[src/rtl/uds_pkg.sv]
// Shared types, constants and codes of the diagnostic responder.
`default_nettype none
package uds_pkg;

   // Receive buffer size; a frame that fills it without completing is dropped.
   localparam int BUFFER_BYTES = 64;
   localparam int FILL_BITS    = $clog2(BUFFER_BYTES + 1);
   // Services only look at the first sixteen frame bytes.
   localparam int STORE_BYTES  = 16;
   localparam int STORE_BITS   = $clog2(STORE_BYTES);

   // Service identifiers and response markers.
   localparam logic [7:0] NEG_MARK     = 8'h7F;
   localparam logic [7:0] POS_ADD      = 8'h40;
   localparam logic [7:0] SVC_SESSION  = 8'h10;
   localparam logic [7:0] SVC_SECURITY = 8'h27;
   localparam logic [7:0] SVC_READ     = 8'h22;
   localparam logic [7:0] SVC_WRITE    = 8'h2E;
   localparam logic [7:0] SVC_RESET    = 8'h11;

   // Sub-functions.
   localparam logic [7:0] SUB_DEFAULT  = 8'h01;
   localparam logic [7:0] SUB_EXTENDED = 8'h03;
   localparam logic [7:0] SUB_SEED     = 8'h01;
   localparam logic [7:0] SUB_KEY      = 8'h02;
   localparam logic [7:0] SUB_HARD     = 8'h01;

   // Negative response codes.
   localparam logic [7:0] NRC_NOT_SUPPORTED = 8'h11;
   localparam logic [7:0] NRC_SUBFN         = 8'h12;
   localparam logic [7:0] NRC_LENGTH        = 8'h13;
   localparam logic [7:0] NRC_CONDITIONS    = 8'h22;
   localparam logic [7:0] NRC_SEQUENCE      = 8'h24;
   localparam logic [7:0] NRC_RANGE         = 8'h31;
   localparam logic [7:0] NRC_DENIED        = 8'h33;
   localparam logic [7:0] NRC_BAD_KEY       = 8'h35;

   // Register map indexes.
   localparam logic [2:0] REG_DID_RUN    = 3'd0;
   localparam logic [2:0] REG_DID_GAINS  = 3'd1;
   localparam logic [2:0] REG_DID_ENC    = 3'd2;
   localparam logic [2:0] REG_DID_LINE   = 3'd3;
   localparam logic [2:0] REG_SEED_OFS   = 3'd4;
   localparam logic [2:0] REG_KEY_MASK   = 3'd5;

   typedef enum logic [1:0] {
      SEC_LOCKED = 2'd0,
      SEC_SEED   = 2'd1,
      SEC_OPEN   = 2'd2
   } sec_type;

   typedef enum logic [1:0] {
      BK_IDLE,
      BK_EXEC,
      BK_SEND
   } back_state_type;

   typedef struct packed {
      logic        [7:0]  rx_byte;
      logic        [31:0] tick_now;
      logic signed [31:0] left_count;
      logic signed [31:0] right_count;
      logic signed [15:0] line_offset;
   } req_word_type;

   typedef struct packed {
      logic [7:0] tx_byte;
      logic       tx_last;
      logic       save_request;
      logic       restart_request;
   } rsp_word_type;

   typedef struct packed {
      logic [15:0] did_run_flag;
      logic [15:0] did_gains;
      logic [15:0] did_encoder;
      logic [15:0] did_line_offset;
      logic [31:0] seed_offset;
      logic [31:0] key_mask;
   } cfg_type;

   // A completed frame handed from the front to the back.
   typedef struct packed {
      logic [STORE_BYTES-1:0][7:0] bytes;
      logic [31:0]                 tick_now;
      logic [31:0]                 left_count;
      logic [31:0]                 right_count;
      logic [15:0]                 line_offset;
   } frame_type;

   // Queue handshake between front and back.
   typedef struct packed {
      logic avail;
   } fq_status_type;

endpackage
`default_nettype wire

[src/rtl/uds_diag_responder.sv]
// Diagnostic responder: top level with configuration registers.
// A completing request byte queues its frame; the back end executes it and then streams
// its words out. Throughput: one request byte per cycle while full is low; the back end
// emits one word per cycle from its response buffer while its result queue is not full.
// Up to two completed frames queue between front and back.
// Reset is synchronous, active high; registers return to their default values.
`default_nettype none
module uds_diag_responder
   import uds_pkg::*;
(
   input  wire          clock,
   input  wire          reset,
   input  wire          push,
   output logic         full,
   input  req_word_type req_word,
   output logic         empty,
   input  wire          pop,
   output rsp_word_type rsp_word,
   input  wire          psel,
   input  wire          penable,
   input  wire          pwrite,
   input  wire  [4:0]   paddr,
   input  wire  [31:0]  pwdata,
   output logic [31:0]  prdata,
   output logic         pready
);

   cfg_type       cfg_ff;
   fq_status_type fq_status;
   frame_type     fq_frame;
   logic          fq_take, wr_en;
   logic [2:0]    reg_idx;

   assign pready  = 1'b1;
   assign wr_en   = psel && penable && pwrite && pready;
   assign reg_idx = paddr[4:2];

   // Configuration register writes.
   always_ff @(posedge clock) begin
      if (reset) begin
         cfg_ff.did_run_flag    <= 16'h0100;
         cfg_ff.did_gains       <= 16'h0101;
         cfg_ff.did_encoder     <= 16'h0102;
         cfg_ff.did_line_offset <= 16'h0103;
         cfg_ff.seed_offset     <= 32'h0000_1234;
         cfg_ff.key_mask        <= 32'h55AA_55AA;
      end else if (wr_en) begin
         unique case (reg_idx)
            REG_DID_RUN:   cfg_ff.did_run_flag    <= pwdata[15:0];
            REG_DID_GAINS: cfg_ff.did_gains       <= pwdata[15:0];
            REG_DID_ENC:   cfg_ff.did_encoder     <= pwdata[15:0];
            REG_DID_LINE:  cfg_ff.did_line_offset <= pwdata[15:0];
            REG_SEED_OFS:  cfg_ff.seed_offset     <= pwdata;
            REG_KEY_MASK:  cfg_ff.key_mask        <= pwdata;
            default: ;
         endcase
      end
   end

   // Register read-back.
   always_comb begin
      unique case (reg_idx)
         REG_DID_RUN:   prdata = {16'd0, cfg_ff.did_run_flag};
         REG_DID_GAINS: prdata = {16'd0, cfg_ff.did_gains};
         REG_DID_ENC:   prdata = {16'd0, cfg_ff.did_encoder};
         REG_DID_LINE:  prdata = {16'd0, cfg_ff.did_line_offset};
         REG_SEED_OFS:  prdata = cfg_ff.seed_offset;
         REG_KEY_MASK:  prdata = cfg_ff.key_mask;
         default:       prdata = 32'd0;
      endcase
   end

   uds_front u_front (
      .clock     (clock),
      .reset     (reset),
      .push      (push),
      .full      (full),
      .req_word  (req_word),
      .fq_status (fq_status),
      .fq_frame  (fq_frame),
      .fq_take   (fq_take)
   );

   uds_back u_back (
      .clock     (clock),
      .reset     (reset),
      .cfg       (cfg_ff),
      .fq_status (fq_status),
      .fq_frame  (fq_frame),
      .fq_take   (fq_take),
      .empty     (empty),
      .pop       (pop),
      .rsp_word  (rsp_word)
   );

endmodule
`default_nettype wire

[src/rtl/uds_front.sv]
// Front end: collects request bytes and queues each completed frame.
`default_nettype none
module uds_front
   import uds_pkg::*;
(
   input  wire          clock,
   input  wire          reset,
   input  wire          push,
   output logic         full,
   input  req_word_type req_word,
   output fq_status_type fq_status,
   output frame_type    fq_frame,
   input  wire          fq_take
);

   logic [STORE_BYTES-1:0][7:0] store_ff, store_in;
   logic [FILL_BITS-1:0]        fill_ff, fill_in;
   frame_type                   q_ff [2];
   logic                        wptr_ff, rptr_ff;
   logic [1:0]                  cnt_ff;
   logic                        accept, complete, enq;
   logic [7:0]                  len_byte;
   logic [FILL_BITS-1:0]        fill_next;
   frame_type                   snap;

   assign full   = (cnt_ff == 2'd2);
   assign accept = push && !full;

   // Byte collection and completion check.
   always_comb begin
      store_in = store_ff;
      if (fill_ff < FILL_BITS'(STORE_BYTES)) begin
         store_in[fill_ff[STORE_BITS-1:0]] = req_word.rx_byte;
      end
      len_byte  = store_in[0];
      fill_next = fill_ff + FILL_BITS'(1);
      // The length byte is compared at its full eight bits.
      complete  = (len_byte != 8'd0) && (8'(fill_next) >= len_byte);
      if (complete || fill_next == FILL_BITS'(BUFFER_BYTES)) begin
         fill_in = '0;
      end else begin
         fill_in = fill_next;
      end
      enq                = accept && complete;
      snap.bytes         = store_in;
      snap.tick_now      = req_word.tick_now;
      snap.left_count    = req_word.left_count;
      snap.right_count   = req_word.right_count;
      snap.line_offset   = req_word.line_offset;
   end

   always_ff @(posedge clock) begin
      if (reset) begin
         store_ff <= '0;
         fill_ff  <= '0;
      end else if (accept) begin
         store_ff <= store_in;
         fill_ff  <= fill_in;
      end
   end

   // Two-entry frame queue toward the back end.
   always_ff @(posedge clock) begin
      if (reset) begin
         wptr_ff <= 1'b0;
         rptr_ff <= 1'b0;
         cnt_ff  <= 2'd0;
      end else begin
         if (enq) wptr_ff <= !wptr_ff;
         if (fq_take) rptr_ff <= !rptr_ff;
         cnt_ff <= cnt_ff + 2'(enq) - 2'(fq_take);
      end
   end

   always_ff @(posedge clock) begin
      if (enq) q_ff[wptr_ff] <= snap;
   end

   assign fq_status.avail = (cnt_ff != 2'd0);
   assign fq_frame        = q_ff[rptr_ff];

endmodule
`default_nettype wire

[src/rtl/uds_back.sv]
// Back end: runs the service of each frame and streams the response words.
`default_nettype none
module uds_back
   import uds_pkg::*;
(
   input  wire           clock,
   input  wire           reset,
   input  cfg_type       cfg,
   input  fq_status_type fq_status,
   input  frame_type     fq_frame,
   output logic          fq_take,
   output logic          empty,
   input  wire           pop,
   output rsp_word_type  rsp_word
);

   back_state_type state_ff, state_in;

   logic                 sess_ff, sess_in;
   sec_type              sec_ff, sec_in;
   logic [31:0]          seed_ff, seed_in;
   logic [7:0]           run_ff, run_in;
   logic [2:0][31:0]     gain_ff, gain_in;

   logic [15:0][7:0]     resp_ff, resp_in;
   logic [4:0]           rlen_ff, rlen_in;
   logic                 rsave_ff, rsave_in, rrest_ff, rrest_in;
   logic [3:0]           idx_ff;

   rsp_word_type         oq_ff [2];
   logic                 owptr_ff, orptr_ff;
   logic [1:0]           ocnt_ff;
   logic                 ofull, opush, opop, last_byte;
   rsp_word_type         oword;

   logic [7:0]           len, sid, sub;
   logic [15:0]          did;
   logic [31:0]          key, seed_new;

   // Next-state logic.
   always_comb begin
      state_in = state_ff;
      unique case (state_ff)
         BK_IDLE: if (fq_status.avail) state_in = BK_EXEC;
         BK_EXEC: state_in = BK_SEND;
         BK_SEND: if (!ofull && last_byte) state_in = BK_IDLE;
         default: state_in = BK_IDLE;
      endcase
   end

   always_ff @(posedge clock) begin
      if (reset) state_ff <= BK_IDLE;
      else       state_ff <= state_in;
   end

   // Controls derived from the state.
   always_comb begin
      fq_take = 1'b0;
      opush   = 1'b0;
      unique case (state_ff)
         BK_IDLE: ;
         BK_EXEC: fq_take = 1'b1;
         BK_SEND: opush = !ofull;
         default: ;
      endcase
   end

   assign last_byte = ({1'b0, idx_ff} + 5'd1) == rlen_ff;

   // Service execution: builds the response and updates the server state.
   always_comb begin
      len      = fq_frame.bytes[0];
      sid      = fq_frame.bytes[1];
      sub      = fq_frame.bytes[2];
      did      = {fq_frame.bytes[2], fq_frame.bytes[3]};
      key      = {fq_frame.bytes[6], fq_frame.bytes[5], fq_frame.bytes[4],
                  fq_frame.bytes[3]};
      seed_new = fq_frame.tick_now + cfg.seed_offset;
      sess_in  = sess_ff;
      sec_in   = sec_ff;
      seed_in  = seed_ff;
      run_in   = run_ff;
      gain_in  = gain_ff;
      resp_in  = '0;
      resp_in[1] = sid + POS_ADD;
      rlen_in  = 5'd0;
      rsave_in = 1'b0;
      rrest_in = 1'b0;
      case (sid)
         SVC_SESSION: begin
            rlen_in = 5'd3; resp_in[0] = 8'd3; resp_in[2] = sub;
            if (len < 8'd3) begin
               rlen_in = 5'd0; resp_in[3] = NRC_LENGTH;
            end else if (sub == SUB_DEFAULT) begin
               sess_in = 1'b0; sec_in = SEC_LOCKED;
            end else if (sub == SUB_EXTENDED) begin
               sess_in = 1'b1;
            end else begin
               rlen_in = 5'd0; resp_in[3] = NRC_SUBFN;
            end
         end
         SVC_SECURITY: begin
            if (!sess_ff) begin
               resp_in[3] = NRC_CONDITIONS;
            end else if (sub == SUB_SEED) begin
               seed_in = seed_new; sec_in = SEC_SEED;
               rlen_in = 5'd7; resp_in[0] = 8'd7; resp_in[2] = SUB_SEED;
               resp_in[3] = seed_new[7:0];   resp_in[4] = seed_new[15:8];
               resp_in[5] = seed_new[23:16]; resp_in[6] = seed_new[31:24];
            end else if (sub == SUB_KEY) begin
               if (sec_ff != SEC_SEED) begin
                  resp_in[3] = NRC_SEQUENCE;
               end else if (key == (seed_ff ^ cfg.key_mask)) begin
                  sec_in = SEC_OPEN;
                  rlen_in = 5'd3; resp_in[0] = 8'd3; resp_in[2] = SUB_KEY;
               end else begin
                  sec_in = SEC_LOCKED; resp_in[3] = NRC_BAD_KEY;
               end
            end else begin
               resp_in[3] = NRC_SUBFN;
            end
         end
         SVC_READ: begin
            resp_in[2] = fq_frame.bytes[2]; resp_in[3] = fq_frame.bytes[3];
            if (len < 8'd4) begin
               resp_in[3] = NRC_LENGTH;
            end else if (did == cfg.did_run_flag) begin
               rlen_in = 5'd5; resp_in[0] = 8'd5; resp_in[4] = run_ff;
            end else if (did == cfg.did_gains) begin
               rlen_in = 5'd16; resp_in[0] = 8'd16;
               for (int w = 0; w < 3; w++) begin
                  for (int k = 0; k < 4; k++) begin
                     resp_in[4 + 4*w + k] = gain_ff[w][8*k +: 8];
                  end
               end
            end else if (did == cfg.did_encoder) begin
               rlen_in = 5'd12; resp_in[0] = 8'd12;
               for (int k = 0; k < 4; k++) begin
                  resp_in[4 + k] = fq_frame.left_count[8*k +: 8];
                  resp_in[8 + k] = fq_frame.right_count[8*k +: 8];
               end
            end else if (did == cfg.did_line_offset) begin
               rlen_in = 5'd6; resp_in[0] = 8'd6;
               resp_in[4] = fq_frame.line_offset[15:8];
               resp_in[5] = fq_frame.line_offset[7:0];
            end else begin
               resp_in[3] = NRC_RANGE;
            end
         end
         SVC_WRITE: begin
            resp_in[2] = fq_frame.bytes[2]; resp_in[3] = fq_frame.bytes[3];
            resp_in[0] = 8'd4;
            if (sec_ff != SEC_OPEN) begin
               resp_in[3] = NRC_DENIED;
            end else if (did == cfg.did_run_flag) begin
               rlen_in = 5'd4; run_in = fq_frame.bytes[4];
            end else if (did == cfg.did_gains) begin
               if (len < 8'd16) begin
                  resp_in[3] = NRC_LENGTH;
               end else begin
                  rlen_in = 5'd4; rsave_in = 1'b1;
                  for (int w = 0; w < 3; w++) begin
                     gain_in[w] = {fq_frame.bytes[7 + 4*w], fq_frame.bytes[6 + 4*w],
                                   fq_frame.bytes[5 + 4*w], fq_frame.bytes[4 + 4*w]};
                  end
               end
            end else begin
               resp_in[3] = NRC_RANGE;
            end
         end
         SVC_RESET: begin
            if (sub == SUB_HARD) begin
               rlen_in = 5'd3; resp_in[0] = 8'd3; resp_in[2] = SUB_HARD;
               rrest_in = 1'b1;
            end else begin
               resp_in[3] = NRC_SUBFN;
            end
         end
         default: resp_in[3] = NRC_NOT_SUPPORTED;
      endcase
      // A zero length here marks a negative response.
      if (rlen_in == 5'd0) begin
         rlen_in    = 5'd4;
         resp_in[0] = 8'd4;
         resp_in[1] = NEG_MARK;
         resp_in[2] = sid;
         for (int k = 4; k < 16; k++) resp_in[k] = 8'd0;
      end
   end

   // Server state, updated once per frame.
   always_ff @(posedge clock) begin
      if (reset) begin
         sess_ff <= 1'b0;
         sec_ff  <= SEC_LOCKED;
         seed_ff <= '0;
         run_ff  <= '0;
         gain_ff <= '0;
      end else if (state_ff == BK_EXEC) begin
         sess_ff <= sess_in;
         sec_ff  <= sec_in;
         seed_ff <= seed_in;
         run_ff  <= run_in;
         gain_ff <= gain_in;
      end
   end

   // Response buffer and byte index.
   always_ff @(posedge clock) begin
      if (state_ff == BK_EXEC) begin
         resp_ff  <= resp_in;
         rlen_ff  <= rlen_in;
         rsave_ff <= rsave_in;
         rrest_ff <= rrest_in;
      end
   end

   always_ff @(posedge clock) begin
      if (reset)                 idx_ff <= '0;
      else if (state_ff == BK_EXEC) idx_ff <= '0;
      else if (opush)            idx_ff <= idx_ff + 4'd1;
   end

   // Two-entry result queue.
   always_comb begin
      oword.tx_byte         = resp_ff[idx_ff];
      oword.tx_last         = last_byte;
      oword.save_request    = last_byte && rsave_ff;
      oword.restart_request = last_byte && rrest_ff;
   end

   assign ofull = (ocnt_ff == 2'd2);
   assign empty = (ocnt_ff == 2'd0);
   assign opop  = pop && !empty;

   always_ff @(posedge clock) begin
      if (reset) begin
         owptr_ff <= 1'b0;
         orptr_ff <= 1'b0;
         ocnt_ff  <= 2'd0;
      end else begin
         if (opush) owptr_ff <= !owptr_ff;
         if (opop)  orptr_ff <= !orptr_ff;
         ocnt_ff <= ocnt_ff + 2'(opush) - 2'(opop);
      end
   end

   always_ff @(posedge clock) begin
      if (opush) oq_ff[owptr_ff] <= oword;
   end

   assign rsp_word = oq_ff[orptr_ff];

endmodule
`default_nettype wire

[config.mk]
export PLATFORM = sky130hd
export DESIGN_NAME = uds_diag_responder
export DESIGN_NICKNAME = d
export VERILOG_FILES = /design/src/rtl/uds_pkg.sv /design/src/rtl/uds_diag_responder.sv /design/src/rtl/uds_front.sv /design/src/rtl/uds_back.sv
export SDC_FILE = /design/constraint.sdc
export NUM_CORES = 2
export LEC_CHECK = 0
export ABC_AREA = 1
export CAP_MARGIN = 25
export CELL_PAD_IN_SITES_DETAIL_PLACEMENT = 1
export CELL_PAD_IN_SITES_GLOBAL_PLACEMENT = 1
export CORE_UTILIZATION = 40
export CTS_BUF_LIST = sky130_fd_sc_hd__clkbuf_16
export CTS_CLUSTER_DIAMETER = 40
export DETAILED_ROUTE_END_ITERATION = 6
export DONT_BUFFER_PORTS = 1
export GPL_TIMING_DRIVEN = 0
export PLACE_DENSITY = 0.67
export REMOVE_ABC_BUFFERS = 1
export SLEW_MARGIN = 20
export SYNTH_ARGS = -nofsm -noshare
export SYNTH_HDL_FRONTEND = slang
export SYNTH_SLANG_ARGS = --single-unit
[constraint.sdc]
create_clock -name clock -period 26.5 [get_ports clock]
set_input_delay 1.325 -clock clock [delete_from_list [all_inputs] [get_ports clock]]
set_output_delay 1.325 -clock clock [all_outputs]
set_load 0.005 [all_outputs]
-- Word-level counts from Yosys, hierarchy flattened
Memory sizes are Yosys's and may differ from the RTL's. A register that Yosys moved wholly into a read port is not among the register bits.
Cells that the tools add are included.
- add/subtract/negate cells: 9
- order comparisons: 8
- equal/unequal tests: 33
- muxes and demuxes: 100
- bitwise logic cells: 8
- reduce and logical (&&, ||, !) cells: 43
- operators with widths (cell ; number):
    $mux W8 ; 28
    $pmux W32 S6 ; 1
    $bwmux W128 ; 1
    $mux W128 ; 1
    $mux W24 ; 4
    $pmux W8 S5 ; 2
    $mux W5 ; 14
    $eq A16 B16 Y1 ; 4
    $mux W16 ; 4
    $mux W64 ; 1
    $mux W48 ; 1
    $pmux W24 S2 ; 1
    $add A32 B32 Y32 ; 1
    $bmux W8 S4 ; 1
    $demux W8 S4 ; 1
    $eq A32 B32 Y1 ; 1
    $mux W2 ; 16
    $xor A32 B32 Y32 ; 1
    $pmux W5 S5 ; 1
    $eq A8 B6 Y1 const B ; 3
    $pmux W8 S3 ; 1
    $eq A8 B2 Y1 const B ; 2
    $eq A8 B5 Y1 const B ; 2
    $mux W1 ; 15
    other kinds (47) ; 94
- register bits: 551
- bits in writable memories: 502
- memories kept: 2
- memory list (name ; depth ; width ; rd ports ; clocked after Yosys merged registers in ; write ports ; RTL line ; RTL):
    u_front.q_ff ; 2 ; 240 ; 1 ; 1 ; 1 ; uds_front.sv:18 ; frame_type q_ff [2];
    u_back.oq_ff ; 2 ; 11 ; 1 ; 1 ; 1 ; uds_back.sv:30 ; rsp_word_type oq_ff [2];

-- Depth between registers and ports, before layout
- depth after elaboration: 11
- mapped depth: 26
- depth with buffers taken out: 22

-- Cells and area by module
From an unflattened synthesis, not the netlist that was laid out.
- cells, all modules: 5367
- area, all modules: 48780.5 µm²
- by module, submodules not included (module ; times used ; cells an instance ; area an instance (µm²)):
    uds_front ; 1 ; 1903 ; 24499.7
    uds_back ; 1 ; 2489 ; 17979.7
    uds_diag_responder ; 1 ; 975 ; 6301.0

-- Worst setup path before layout
Ideal clock, no wire load.
- kind: input port to flip-flop
- start point: input port req_word[113] (netlist bit)
- end point: memory u_front.q_ff[0][0] (netlist bit), enable pin
- setup time: 0.846 ns
- data arrival time: 12.495 ns
- required time: 25.654 ns
- setup slack: 13.159 ns
- cell stages on the path: 14
- path buffers: 0
- cells stage by stage: inv_1 nand2_1 o21ai_0 ha_1 a21boi_0 o21a_1 o21ai_0 nand2_1 nand3_1 nand3b_1 nand2_1 nand2_1 nand3_1 nor2_1
- word-level cells in the longest chain between the ends: 7
- RTL lines (item ; RTL line ; RTL):
    from (decl) ; uds_diag_responder.sv:15 ; input req_word_type req_word,
    $bwmux W128 (*) ; uds_front.sv:33 ; store_in[fill_ff[STORE_BITS-1:0]] = req_word.rx_byte;
    $mux W128 (*) ; uds_front.sv:32 ; if (fill_ff < FILL_BITS'(STORE_BYTES)) begin
    $ge A7 B8 Y1 / $reduce_bool A8 Y1 (equally long branches) ; uds_front.sv:38 ; complete = (len_byte != 8'd0) && (8'(fill_next) >= len_byte);
    $logic_and A1 B1 Y1 (*) ; uds_front.sv:38 ;
    $logic_and A1 B1 Y1 (*) ; uds_front.sv:44 ; enq = accept && complete;
    $mux W1 (*) ; uds_front.sv:76 ; if (enq) q_ff[wptr_ff] <= snap;
    $mux W1 (not written as such) (*) ; uds_front.sv:76 ;
    to (decl) ; uds_front.sv:18 ;
Every way passes the cells marked *; elsewhere a longest branch is shown, timed or not.

==> impl_metrics.ini <==
[synth]
synth_cell_types = 62
synthArstFlopShare_pct = 0
synth_common_cells = nand2_1 (948), o21ai_0 (700), edfxtp_1 (632)
synth_enable_flop_cells = 632
ys_seq_area_share_pct = 58.2
synth_top_area_share_pct = 40.4
ys_ff_latch = 1050
synth-main-ff-cell = edfxtp_1
syn_area_um2 = 46900
yosysWarningCount = 0
yosysMostFrequentCell = nand2_1
avgSynthCellArea_um2 = 9.25
synth_area_leaders = edfxtp_1 (40%), dfxtp_1 (18%), nand2_1 (7.6%), o21ai_0 (7.5%), nor2_1 (4.9%)
synth_top_area_cell = edfxtp_1
netlist_instances = 5075

[floorplanning]
ios = 210
die_w_um = 345
die_y_um = 345
die_area_um2 = 119000
row_count = 125
initial_utilization_pct = 40.4
fp.coreArea_um2 = 116000

[pwr]
clock_power_share_pct = 46.9
ir_drop_uv = 68.6
seqPwrFrac_pct = 41.0
cellPowerDensity_nw_per_um2 = 82.8
swShare_pct = 27.2
combPwrFrac_pct = 12.1
p_int_mw = 3.28
leakage_nw = 21.3
power.switching_mw = 1.23

[clock_network]
post-cts-setup-buffer-count = 0
ctsHoldBuffers = 0
htreeDepth = 4
clk_pin_slew_worst_paths_ns = 0.05
clk_path_buf_depth = 3
clk_latency_ns = 0.77
cts_tree = done
ctsResizeCount = 0
cts_root_buf = clkbuf_16
cts_num_sinks = 1050
numCtsBuffers = 158

[hold_path]
hp-class = register to register

[setup_path]
cp_max_fo = 135
cp-end-kind = register
path_class = register to register
start_kind = register
crit_required_ns = 27.18
arrival_ns = 6.81

[finish]
area_growth_pct = 16.1
nNetsFinal = 5253
postLayoutCoreUtil_pct = 46.9
fillers = 13000
drive_above_1_share_pct = 8.43

[routing]
vias = 36400
drt-vias-per-instance = 5.43
drt_pre_antenna_iters = 6
drtAntennaViolNets = 0
routed_wl_mm = 156
drc = 0
drt_iter0_markers = 2669
wl_per_cell_um = 23.2

[sta]
fin_skew_ns = 0.0357
maxSlewHeadroom_pct = 24.2
finalHoldViolations = 0
period_needed_ns = 6.13
setup_viol_count_final = 0
layout_setup_ws_ns = 20.37
tightest_slew_ns = 1.14
drv_slew = 0
finalCritPeriodShare_pct = 23.1
rsz0062_at_grt = no
fmax_mhz = 163
fin_tns_setup_ns = 0

[placement]
place_congestion = 0.882
pre_cts_slack_ns = 20.46
port-buffer-count = 0
hpwl_mm = 104

[flow_run]
max-cap-violations = 0

[grt]
grt_max_degree = 176
overflow = 0
antenna_found_initial = 8
grt.total_usage_pct = 25.9
grt_pass1_vias = 37100
grt_pass1_wl_mm = 230

[outcome]
outcome = finished, final reports clean
==> layout by cell type, fill, tap and decap left out, drive strengths merged, types with 27 or more instances in the layout <==
cell	instances
nor3	30
dfxtp	418
a21oi	281
clkinv	55
clkbuf	162
ha	48
nand4	27
edfxtp	632
buf	57
o211ai	52
nand2	970
nand3	95
inv	578
xor2	60
nor2	624
mux2i	130
o21ai	723
==> power by group through the flow <==
stage	Sequential [mW]	Clock [mW]	Combinational [mW]
after floorplan	1.90	0	0.336
after global placement	1.93	0	0.525
after detailed placement	1.88	0	0.541
after CTS	1.85	2.15	0.546
after global routing	1.85	2.22	0.596
final	1.85	2.12	0.546
==> path summary, 6_finish.rpt <==
path                startpoint  depth (start not counted)                  to  slack [ns]
max                   register                         17  u_back.gain_ff[76]       20.37
min          u_back.gain_ff[8]                          2   u_back.gain_ff[8]        0.45
max reg2reg           register                         17  u_back.gain_ff[76]       20.37
min reg2reg  u_back.gain_ff[8]                          2   u_back.gain_ff[8]        0.45
==> critical path: stages (launching register included) <==
cell and delay [ns]:
dfxtp_4 0.48, buf_16 0.25, inv_8 0.62, nand2_1 0.15, nand2_1 0.46, inv_2 0.17, nand2_1 0.12, nand4_1 0.11
nor2_1 0.13, nand2_1 0.09, nor2_4 0.21, nand2_2 0.34, nor3_2 0.56, nand2_1 0.60, inv_8 0.51, buf_16 0.39
o21ai_0 0.16, a21oi_1 0.18
==> flip-flops by register name, summed over array words and instances, names as in the netlist, 4 cells and up, named ones only <==
name and cells:
u_back.oq_ff 22, u_back.seed_ff 32, u_front.q_ff 480, u_back.idx_ff 4, u_back.gain_ff 96, u_back.resp_ff 123, u_back.run_ff 8, u_front.store_ff 128
u_back.rlen_ff 5, u_front.fill_ff 7, cfg_ff 128
==> layout make-up <==
cell class | count | area, um^2 | area share [%]
clock inverter | 133 | 1330 | 2.44
tap | 1524 | 1910 | 3.50
antenna | 3 | 7.51 | 0.0138
inverter | 533 | 2040 | 3.74
clock buffer | 162 | 4050 | 7.44
timing repair buffer | 57 | 1240 | 2.27
multi-input combinational | 3240 | 16600 | 30.4
sequential | 1050 | 27400 | 50.2
==> metal layers <==
metal / GRT usage [%] / vias to the layer above / part of all wire (%)
met1: 32.5 / 18100 / 42
met5: 0 / - / 0.026
met2: 44.7 / 848 / 49
li1: - / 17100 / -
met4: 9.55 / 6 / 3.1
met3: 4.46 / 261 / 5.3
==> logic make-up (layout without fill, tap and decap cells) <==
family / count (synthesis) / count (layout) / synth area share [%]
mux: 141 / 141 / 3.04
other cells: 1 / 4 / 0.00799
compound gates: 1182 / 1182 / 13.9
fa+ha+maj: 49 / 49 / 1.32
simple gates: 1787 / 1787 / 15.4
xor+xnor: 80 / 80 / 1.49
flops: 1050 / 1050 / 58.2
buf+inv: 785 / 885 / 6.68
==> per-stage QoR <==
stage	cells	total power, mW	hold slack (ns)	instance area, um^2
after global placement	6347	2.46	0.433	47700
after detailed placement	6398	2.42	0.445	49000
after CTS	6693	4.55	0.452	54400
after floorplan	4823	2.23	0.426	45800
final	6702	4.51	0.451	54500
after global routing	6699	4.67	0.474	54500
No activity file was read; power rests on OpenSTA's default activity.
